===== config.mk =====
export PLATFORM = sky130hd
export DESIGN_NAME = key_debounce_autorepeat
export DESIGN_NICKNAME = d
export VERILOG_FILES = /design/src/rtl/core/kda_pkg.sv /design/src/rtl/core/key_debounce_autorepeat.sv
export SDC_FILE = /design/constraint.sdc
export NUM_CORES = 1
export LEC_CHECK = 0
export ABC_AREA = 1
export BUFFER_PORTS_ARGS = -buffer_cell sky130_fd_sc_hd__buf_4
export CAP_MARGIN = 20
export CORE_ASPECT_RATIO = 0.6
export CORE_UTILIZATION = 40
export DETAILED_ROUTE_END_ITERATION = 10
export GPL_TIMING_DRIVEN = 0
export PLACE_DENSITY = 0.63
export SLEW_MARGIN = 20
export SYNTH_ARGS = -nofsm -noshare
export SYNTH_HDL_FRONTEND = slang
export SYNTH_SLANG_ARGS = --single-unit

===== constraint.sdc =====
create_clock -name clk_i -period 6.1 [get_ports clk_i]
set_input_delay 0 -clock clk_i [delete_from_list [all_inputs] [get_ports clk_i]]
set_output_delay 0 -clock clk_i [all_outputs]
set_load 0.01 [all_outputs]

===== src/rtl/core/kda_pkg.sv =====
// kda_pkg: shared constants and register index codes for the key debounce
// and auto-repeat block. No dependencies.
`default_nettype none

package kda_pkg;

  // Core sizing
  localparam int unsigned NUM_KEYS   = 4;
  localparam int unsigned COUNT_BITS = 16;

  // Field widths
  localparam int unsigned SAMPLE_W    = 4;
  localparam int unsigned CODE_W      = 4;
  localparam int unsigned DELAY_W     = 16;
  localparam int unsigned IN_TDATA_W  = 8;
  localparam int unsigned OUT_TDATA_W = 8;
  localparam int unsigned CMP_W       = (COUNT_BITS > DELAY_W) ? COUNT_BITS : DELAY_W;

  // Configuration port
  localparam int unsigned CFG_IDX_W  = 3;
  localparam int unsigned CFG_DATA_W = 16;

  typedef enum logic [CFG_IDX_W-1:0] {
    REG_PRESS_LEVEL   = 3'd0,
    REG_ALLOW_MULTI   = 3'd1,
    REG_REPEAT_EN     = 3'd2,
    REG_REPEAT_ACCEL  = 3'd3,
    REG_FIRST_DELAY   = 3'd4,
    REG_REPEAT_PERIOD = 3'd5
  } cfg_reg_e;

  // Register reset values
  localparam logic               RST_PRESS_LEVEL   = 1'b0;
  localparam logic               RST_ALLOW_MULTI   = 1'b0;
  localparam logic               RST_REPEAT_EN     = 1'b1;
  localparam logic               RST_REPEAT_ACCEL  = 1'b1;
  localparam logic [DELAY_W-1:0] RST_FIRST_DELAY   = DELAY_W'(50);
  localparam logic [DELAY_W-1:0] RST_REPEAT_PERIOD = DELAY_W'(10);

endpackage

`default_nettype wire


===== src/rtl/core/key_debounce_autorepeat.sv =====
// key_debounce_autorepeat: keypad debounce with auto-repeat, top level.
// Depends on kda_pkg.
//
// Channel   | Dir | Handshake                   | Payload
// ----------+-----+-----------------------------+---------------------------------
// s_axis    | in  | s_axis_tvalid/s_axis_tready | tdata[3:0] first_sample,
//           |     |                             | tdata[7:4] second_sample
// m_axis    | out | m_axis_tvalid/m_axis_tready | tdata[3:0] key_code, [7:4] zero
// cfg       | in  | cfg_we_i (no wait)          | cfg_idx_i register, cfg_data_i
//
// Flow: one item per clock while m_axis_tready keeps the output draining. An
// accepted item lands in the input register and is evaluated there against the
// key state; its result is captured in the output register when the stage advances.
// Reset: key state, config and valid flags return to defaults, both stages empty.
// Stalls: the input stage keeps accepting while the output register is free or
// being drained; it holds only when both stages are full and m_axis_tready is low.
`default_nettype none

module key_debounce_autorepeat (
  input  wire logic                             clk_i,
  input  wire logic                             rst_ni,
  // slave side
  input  wire logic                             s_axis_tvalid,
  output logic                                  s_axis_tready,
  input  wire logic [kda_pkg::IN_TDATA_W-1:0]   s_axis_tdata,  // first_sample, second_sample
  // master side
  output logic                                  m_axis_tvalid,
  input  wire logic                             m_axis_tready,
  output logic [kda_pkg::OUT_TDATA_W-1:0]       m_axis_tdata,  // key_code, zero fill
  // configuration writes
  input  wire logic                             cfg_we_i,
  input  wire logic [kda_pkg::CFG_IDX_W-1:0]    cfg_idx_i,
  input  wire logic [kda_pkg::CFG_DATA_W-1:0]   cfg_data_i
);
  import kda_pkg::*;

  // Pressed when the pin equals the press level; pins beyond the field read 0.
  function automatic logic [NUM_KEYS-1:0] key_map(input logic [SAMPLE_W-1:0] raw,
                                                  input logic lvl);
    logic [NUM_KEYS-1:0] m;
    logic                pin;
    m = '0;
    for (int i = 0; i < NUM_KEYS; i++) begin
      pin = 1'b0;
      if (i < SAMPLE_W) begin
        pin = raw[i];
      end
      m[i] = ~(pin ^ lvl);
    end
    return m;
  endfunction

  // ---------------- configuration registers
  logic               press_level_q, allow_multi_q, repeat_en_q, repeat_accel_q;
  logic [DELAY_W-1:0] first_delay_q, repeat_period_q;

  always_ff @(posedge clk_i or negedge rst_ni) begin
    if (!rst_ni) begin
      press_level_q    <= RST_PRESS_LEVEL;
      allow_multi_q    <= RST_ALLOW_MULTI;
      repeat_en_q      <= RST_REPEAT_EN;
      repeat_accel_q   <= RST_REPEAT_ACCEL;
      first_delay_q    <= RST_FIRST_DELAY;
      repeat_period_q  <= RST_REPEAT_PERIOD;
    end else if (cfg_we_i) begin
      case (cfg_idx_i)
        REG_PRESS_LEVEL:   press_level_q   <= cfg_data_i[0];
        REG_ALLOW_MULTI:   allow_multi_q   <= cfg_data_i[0];
        REG_REPEAT_EN:     repeat_en_q     <= cfg_data_i[0];
        REG_REPEAT_ACCEL:  repeat_accel_q  <= cfg_data_i[0];
        REG_FIRST_DELAY:   first_delay_q   <= cfg_data_i[DELAY_W-1:0];
        REG_REPEAT_PERIOD: repeat_period_q <= cfg_data_i[DELAY_W-1:0];
        default: ;  // unlisted index: ignored
      endcase
    end
  end

  // ---------------- pipeline control
  logic in_valid_q, out_valid_q;
  logic advance;   // input stage may move into the output register
  logic accept_in;

  assign advance       = ~out_valid_q | m_axis_tready;
  assign s_axis_tready = ~in_valid_q | advance;
  assign accept_in     = s_axis_tvalid & s_axis_tready;

  // ---------------- input register
  logic [SAMPLE_W-1:0] first_q, second_q;

  always_ff @(posedge clk_i) begin
    if (accept_in) begin
      first_q  <= s_axis_tdata[SAMPLE_W-1:0];
      second_q <= s_axis_tdata[2*SAMPLE_W-1:SAMPLE_W];
    end
  end

  // ---------------- key state
  logic [NUM_KEYS-1:0]   last_keys_q, last_keys_d;
  logic [COUNT_BITS-1:0] hold_q, hold_d;
  logic                  fast_q, fast_d;

  logic [NUM_KEYS-1:0]   map_a, map_b, code;
  logic [COUNT_BITS-1:0] hold_inc;
  logic [DELAY_W-1:0]    limit;
  logic                  single_ok;

  assign map_a     = key_map(first_q, press_level_q);
  assign map_b     = key_map(second_q, press_level_q);
  assign single_ok = allow_multi_q | $onehot(map_a);
  assign hold_inc  = (&hold_q) ? hold_q : hold_q + 1'b1;  // saturating
  assign limit     = fast_q ? repeat_period_q : first_delay_q;

  always_comb begin
    last_keys_d = last_keys_q;
    hold_d      = hold_q;
    fast_d      = fast_q;
    code        = '0;
    if (map_a != map_b) begin
      hold_d = '0;                    // bouncing
    end else if (map_a == '0) begin
      last_keys_d = '0;               // release
      hold_d      = '0;
      fast_d      = 1'b0;
    end else if (map_a != last_keys_q) begin
      last_keys_d = map_a;            // new pattern
      hold_d      = '0;
      if (single_ok) begin
        code = map_a;
      end
    end else if (!single_ok || !repeat_en_q) begin
      hold_d = '0;
    end else begin
      hold_d = hold_inc;
      if (CMP_W'(hold_inc) > CMP_W'(limit)) begin
        hold_d = '0;
        code   = map_a;
        if (repeat_accel_q) begin
          fast_d = 1'b1;
        end
      end
    end
  end

  always_ff @(posedge clk_i or negedge rst_ni) begin
    if (!rst_ni) begin
      last_keys_q <= '0;
      hold_q      <= '0;
      fast_q      <= 1'b0;
    end else if (in_valid_q && advance) begin
      last_keys_q <= last_keys_d;
      hold_q      <= hold_d;
      fast_q      <= fast_d;
    end
  end

  // ---------------- result register
  logic [CODE_W-1:0] key_code_d, key_code_q;

  always_comb begin
    key_code_d = '0;
    for (int i = 0; i < CODE_W; i++) begin
      if (i < NUM_KEYS) begin
        key_code_d[i] = code[i];
      end
    end
  end

  always_ff @(posedge clk_i) begin
    if (in_valid_q && advance) begin
      key_code_q <= key_code_d;
    end
  end

  always_ff @(posedge clk_i or negedge rst_ni) begin
    if (!rst_ni) begin
      in_valid_q  <= 1'b0;
      out_valid_q <= 1'b0;
    end else begin
      if (s_axis_tready) begin
        in_valid_q <= s_axis_tvalid;
      end
      if (advance) begin
        out_valid_q <= in_valid_q;
      end
    end
  end

  assign m_axis_tvalid = out_valid_q;
  assign m_axis_tdata  = {(OUT_TDATA_W-CODE_W)'(0), key_code_q};

endmodule

`default_nettype wire


# After elaboration in Yosys (flattened, before gate mapping)
# Cells that the tools add are included.
[op_classes] n_addsub=4 n_mul=0 div_mod_pow=0 order_cmp=1 eq_ne=10 shifts=0 muxes=18 bitwise=23 reduce_logical=19
[op_table] op="16-bit two-way mux" count=7
[op_table] op="4-bit two-way mux" count=6
[op_table] op="16-bit by 1-bit adder with 16-bit output (second input constant)" count=1
[op_table] op="16-bit greater-than comparator" count=1
[op_table] op="16-bit AND reduction" count=1
[op_table] op="2-bit AND reduction" count=6
[op_table] op="1-bit inverter" count=11
[op_table] op="4-bit inequality test" count=2
[op_table] op="1-bit bitwise XOR" count=8
[op_table] op="3-bit by 1-bit equality test with 1-bit output (second input constant)" count=2
[op_table] op="3-bit by 2-bit equality test with 1-bit output (second input constant)" count=2
[op_table] op="3-bit equality test (second input constant)" count=2
[op_table] op="6-bit AND reduction" count=1
[op_table] op="2-bit nonzero test" count=3
[op_table] op="1-bit two-way mux" count=5
[op_table] op="1-bit by 1-bit adder with 2-bit output" count=2
[op_table] op="4-bit zero test" count=1
[op_table] op="2-bit inequality test (second input constant)" count=2
[op_table] op="2-bit by 2-bit adder with 3-bit output" count=1
[op_table] op="3-bit zero test" count=1
[op_table] op="1-bit bitwise OR" count=3
[op_table] op="3-bit AND reduction" count=1
[op_table] op="1-bit zero test" count=2
[op_table] op="2-bit OR reduction" count=1
[op_table] op="other kinds (3)" count=3
[word_totals] ff_bits=71 latch_bits=0 ram_bits=0 mem_bits_ro=0 word_cells=89 memories=0

# Longest topological paths before layout
[depth] depth_word=12 depth_mapped=21 mapped_depth_nobuf=21

# Least setup slack after synthesis
# No wires, ideal clock.
[synth_path] path_type="register to register" start="register press_level_q" end="register hold_q[2]" t_arrival_ns=2.549 setup_slack_ns=3.473 stages_incl_launch_ff=18 n_path_buf=2 synth_period_minus_slack_ns=2.627 cell_sequence="dfrtp_1 -> buf_6 -> inv_2 -> nand2_2 -> nand2_2 -> inv_1 -> fa_1 -> inv_1 -> ha_1 -> ha_1 -> nor2_1 -> a21oi_1 -> nor2_1 -> nand2_1 -> nor2_8 -> buf_12 -> nand3_2 -> o21ai_2"
[synth_between] elab_chain_cells=12 elab_cells_between_ends=30 cone_classes="3 x add/sub; 3 x eq/ne; 4 x mux; 17 x bitwise; 3 x reduce/logical"
[synth_lines] element="from (decl)" line="key_debounce_autorepeat.sv:54" text="logic press_level_q, allow_multi_q, repeat_en_q, repeat_accel_q;"
[synth_lines] element="from (signal assigned)" line="key_debounce_autorepeat.sv:67" text="REG_PRESS_LEVEL: press_level_q <= cfg_data_i[0];"
[synth_lines] element="1-bit bitwise XOR" line="key_debounce_autorepeat.sv:48" text="m[i] = ~(pin ^ lvl);"
[synth_lines] element="1-bit inverter" line="key_debounce_autorepeat.sv:48"
[synth_lines] element="1-bit by 1-bit adder with 2-bit output (not written as such)" line="key_debounce_autorepeat.sv:109" text="assign single_ok = allow_multi_q | $onehot(map_a);"
[synth_lines] element="2-bit by 2-bit adder with 3-bit output (not written as such)" line="key_debounce_autorepeat.sv:109"
[synth_lines] element="3-bit by 1-bit equality test with 1-bit output" line="key_debounce_autorepeat.sv:109"
[synth_lines] element="1-bit bitwise OR" line="key_debounce_autorepeat.sv:109"
[synth_lines] element="1-bit zero test" line="key_debounce_autorepeat.sv:130" text="end else if (!single_ok || !repeat_en_q) begin"
[synth_lines] element="1-bit logical OR" line="key_debounce_autorepeat.sv:130"
[synth_lines] element="16-bit two-way mux" line="key_debounce_autorepeat.sv:130"
[synth_lines] element="16-bit two-way mux" line="key_debounce_autorepeat.sv:124" text="end else if (map_a != last_keys_q) begin"
[synth_lines] element="16-bit two-way mux" line="key_debounce_autorepeat.sv:120" text="end else if (map_a == '0) begin"
[synth_lines] element="16-bit two-way mux *" line="key_debounce_autorepeat.sv:118" text="if (map_a != map_b) begin"
[synth_lines] element="to (signal assigned)" line="key_debounce_autorepeat.sv:151" text="hold_q <= hold_d;"
[synth_lines] element="to (decl)" line="key_debounce_autorepeat.sv:99" text="logic [COUNT_BITS-1:0] hold_q, hold_d;"
# Mark *: on every way between the ends. The rest lies on a longest branch, timed or not.
# A chain may end at the register's enable or synchronous reset.

# Worst setup path after layout
[layout_path] start="register hold_q[0]" end="register hold_q[7]"
[layout_between] elab_chain_cells=8 elab_cells_between_ends=9 cone_classes="1 x add/sub; 1 x order compare; 6 x mux; 1 x reduce/logical"
[layout_lines] element="16-bit by 1-bit adder with 16-bit output / 16-bit AND reduction (equally long branches)" line="key_debounce_autorepeat.sv:110" text="assign hold_inc = (&hold_q) ? hold_q : hold_q + 1'b1;"
[layout_lines] element="16-bit two-way mux *" line="key_debounce_autorepeat.sv:110"
[layout_lines] element="16-bit greater-than comparator" line="key_debounce_autorepeat.sv:134" text="if (CMP_W'(hold_inc) > CMP_W'(limit)) begin"
[layout_lines] element="16-bit two-way mux *" line="key_debounce_autorepeat.sv:134"
[layout_lines] element="16-bit two-way mux *" line="key_debounce_autorepeat.sv:130"
[layout_lines] element="16-bit two-way mux *" line="key_debounce_autorepeat.sv:124"
[layout_lines] element="16-bit two-way mux *" line="key_debounce_autorepeat.sv:120"
[layout_lines] element="16-bit two-way mux *" line="key_debounce_autorepeat.sv:118"
# Marks and branches as above.

==> reports/summary.md <==
In this design, the critical path's most frequently occurring cell is nand2_1. The end-of-flow core utilization came out at 0.5221. The average size of a mapped cell is 8.714 um2. The die is 133.3 um wide. During I/O placement, the number of pins put on the boundary was 42. Internal power comes to 0.0009873 W. Input and output buffers added on the ports amount to 37. The final RePlAce weighted congestion is 0.8787, and the initial antenna violation count is 0. The worst hold path passes through 3 cells. For the worst flop-to-flop path, the logic depth is 21. The worst setup path is of the reg -> reg kind.

The relative area change from synthesis to final layout is 25.51%, and the slew at the pin with the worst max-slew slack is 0.7847 ns. The H-tree was split into 3 levels. For the portion of total power attributed to combinational logic, the log shows 0.214. Leading cell type by number of instances after synthesis: nand2_1.

Clock tree synthesis inserted a total of 9 buffers. The cell family contributing the most delay on the critical path is simple AND/OR/NAND/NOR gates. After layout, the design draws a total of 0.001405 W.

Dividing the detail-routed wire length by the instance count gives 14.07 um. Once the clock tree was built, the resizer swapped 0 gates to a different size. The most used flip-flop cell after synthesis is dfrtp_1. For this run, the top clock speed supported by timing is 308.2 MHz. Once detailed placement completed, the half-perimeter wirelength came to 7072 um. The run finished with clean final reports.

CTS saw 71 sinks. Between clock sinks in the finished design, the worst skew comes to 0.005282 ns. The tools report the sequential cell fraction of total power as 0.428. For the number of global-route vias before repair, the log shows 3225. The startpoint identified for the worst register-to-register timing path is hold_q[0]. For this run the aggregate overflow at the end of global routing stands at 0. Across the run, the number of max-cap violations was 0. The first detailed-routing pass ran for 4 iterations.

Yosys printed 0 warnings. The sequential cells in the finished layout cover a total of 0.001846 mm2. Summed over all cells, the static leakage comes to 2.512 nW. The run gives 0 ns as the final total negative setup slack.

Summing all multi-input logic gate instances after layout gives 0.001982 mm2. The number of violations reported at the end of detailed-routing iteration 0 was 199. In this run the cell area of the synthesized design comes to 0.004139 mm2.

The latest clock arrival within the worst-skew pair was 0.34 ns. Clock-pin slew reported for the worst setup and hold paths after clock tree synthesis: 0.06 ns. Power spread over the standard cell area amounts to 270.5 mW/mm2. At the worst endpoint, the arrival time is 3.49 ns. The max-slew violation total from the final report was 0. STA classifies the critical path endpoint as a flop. Fill cells in the final layout number 953.

The number of buffers and inverters on the critical path is 3. The tools report the part of the power in the clock network as 0.358. Number of buffers added for setup after CTS: 0.

The cell count after synthesis is 475, and the post-detailed-routing wire length is 9806 um. The time the worst path needs with I/O delays and setup is 3.245 ns. The first global-routing pass estimated 16480 um of wire.

The vias per cell is 4.783, and the worst path required time is 6.35 ns. The via total after detailed routing was 3334; the overall global routing resource usage was 0.2046. For the site row count, the log shows 28. Synthesis inferred 71 register bits.

Hold timing on the final database bottoms out at a slack of 0.01947 ns. The final clock period utilization by the worst path works out to 0.5319. TritonCTS built the clock tree. The share of flip-flops with an asynchronous set or reset is 0.8310. Setup violations remaining at the end of the flow were counted as 0.

Share of post-route cells with drive strength above 1: 0.1833. The core region is 0.009950 mm2. The launch point of the worst hold path was cfg_data_i[0]. The tools report the end point of the worst hold path as allow_multi_q. The largest area contributor in the synthesized netlist was dfrtp_1. For the switching component of the power, the log shows 0.0004177 W. The share of the yosys chip area belonging to registers came out at 0.4459.

The share of total power consumed by net switching was 0.2973. The overall die height was 80.80 um; the area of the die was 0.01077 mm2. Clock tree synthesis selected as its root buffer the cell clkbuf_16. Setup repair after global routing left no endpoint under its margin. The detail route stage leaves a number of antenna-violating nets equal to 0. Of all nets on the critical path, the largest fanout is 10. The area share of the largest cell type after synthesis is 0.3144, and the slack of the worst reg-to-reg path is 2.86 ns. In the synthesized netlist, the cells that appear most often are nand2_1, dfrtp_1, inv_1. The headroom to the max-slew limit was 0.4769; the largest vdd supply drop was 179.3 uV. The final-report hold violation count is 0, and the unique cell type count in the Yosys netlist is 38.

The tools report the starting utilization of the core area as 0.4160. Master of the slowest instance on the critical path: dfrtp_1. The logs give 610 for the count of nets after finishing and 2 for the number of buffers between clock root and the deepest sink.

Yosys attributes the largest share of cell area to dfrtp_1, nand2_1, edfxtp_1. For this run, the slowest stage of the critical path takes 0.44 ns. In the routed design, unresolved DRC markers number 0.

The count of flip-flops with a built-in enable after synthesis was 12. The min-delay analysis places its worst path in the category in -> reg. Traced cell by cell, the critical path runs through ha_1, nand2_1, nor2_1, nand2_1, nor2_2, inv_2, o21ai_0, inv_1, ha_1, nand2_1, nand2_1, nand2_1, nand2_1, nand2_1, nand2_1, nand2_1, nand2_1, nand2_1, buf_4, nand3_1, o21ai_0.

The worst setup path is launched from a flop. The endpoint identified for the worst register-to-register timing path is hold_q[7]. Entering global routing, the biggest net connects 60 pins. The number of inserted diodes is 0. The tools report the beginning of the critical path as hold_q[0].
-- cells in the final DEF (no fill, tap or decap), drive strengths merged, types with 3 or more instances in the layout --
cell and count:
xnor2 4, inv 54, nand3 28, dfstp 7
a21oi 10, mux2i 15, clkbuf 20, nand4 4
clkinv 3, o21ai 52, dlygate4sd3 31, nand2 126
buf 47, conb 4, dfrtp 52, nor3 9
o21bai 3, edfxtp 12, ha 20, xor2 16
nor2 36
-- state kept, by name (all words and copies together) (netlist names) --
signal,cells
in_valid_q,1
first_delay_q,16
first_q,4
repeat_accel_q,1
m_axis_tvalid,1
fast_q,1
allow_multi_q,1
repeat_en_q,1
hold_q,16
second_q,4
key_code_q,4
repeat_period_q,16
last_keys_q,4
press_level_q,1
-- final cells by class --
cell class              count  share of cell area
clock inverters             4            0.005780
inverters                  54             0.03902
well taps                 135             0.03251
flip-flops and latches     71              0.3553
clock buffers              12             0.04961
plain buffers              18             0.02312
repair buffers             68              0.1132
multi-input cells         335              0.3815
-- routing by layer --
| metal | track usage | part of all wire | up-vias |
|---|---|---|---|
| li1 | - | - | 1704 |
| met1 | 0.3013 | 0.53 | 1538 |
| met2 | 0.2911 | 0.41 | 86 |
| met3 | 0.05743 | 0.058 | 6 |
| met4 | 0.05568 | 0.0042 | 0 |
| met5 | 0 | 0 | - |
-- power groups by stage --
stage,registers (W),logic [W],clock network [W]
2_1_floorplan,0.000601,0.000206,0
3_3_place_gp,0.000606,0.000277,0
3_5_place_dp,0.000608,0.000285,0
4_1_cts,0.000601,0.000303,0.000516
5_1_grt,0.000610,0.000348,0.000541
6_report,0.000601,0.000300,0.000503
-- worst max path at each step --
stage	endpoint	slack [ns]	cells after the start
2_1_floorplan	hold_q[2]	3.47	17
3_3_place_gp	hold_q[7]	2.97	21
3_5_place_dp	hold_q[7]	2.94	21
4_1_cts	hold_q[7]	2.90	21
5_1_grt	hold_q[7]	2.50	21
6_report	hold_q[7]	2.86	21
-- per-stage QoR --
stage	area [um2]	cells	setup WS, ns
2_1_floorplan	4150	478	3.473
3_3_place_gp	4597	650	2.965
3_5_place_dp	4597	650	2.937
4_1_cts	5195	697	2.902
5_1_grt	5195	697	2.496
6_report	5195	697	2.855
-- worst reg2reg max path: cells and delay by family, from the launching register on --
kind / cells / cell delay (ns)
AO/OA/AOI/OAI: 2 / 0.34
adder cells (fa/ha/maj): 2 / 0.56
buffers and inverters: 3 / 0.48
flip-flops: 1 / 0.44
AND/OR/NAND/NOR: 14 / 1.33
-- cell families (layout without fill, tap and decap cells) --
logic type / after synthesis / count (layout) / share of synthesized area
fa+ha+maj: 21 / 21 / 0.06530
flops: 71 / 71 / 0.4459
buf+inv: 72 / 156 / 0.07800
mux: 16 / 16 / 0.03900
xor+xnor: 20 / 20 / 0.04776
other cells: 1 / 4 / 0.0009060
compound gates: 69 / 69 / 0.09160
simple gates: 205 / 205 / 0.2316
-- repair_timing --
item | in CTS | in global routing
hold endpoints to repair | 94 | 0
setup endpoints to repair | 0 | 0
hold buffers | 31 | 0
(Power assumes the default switching activity.)
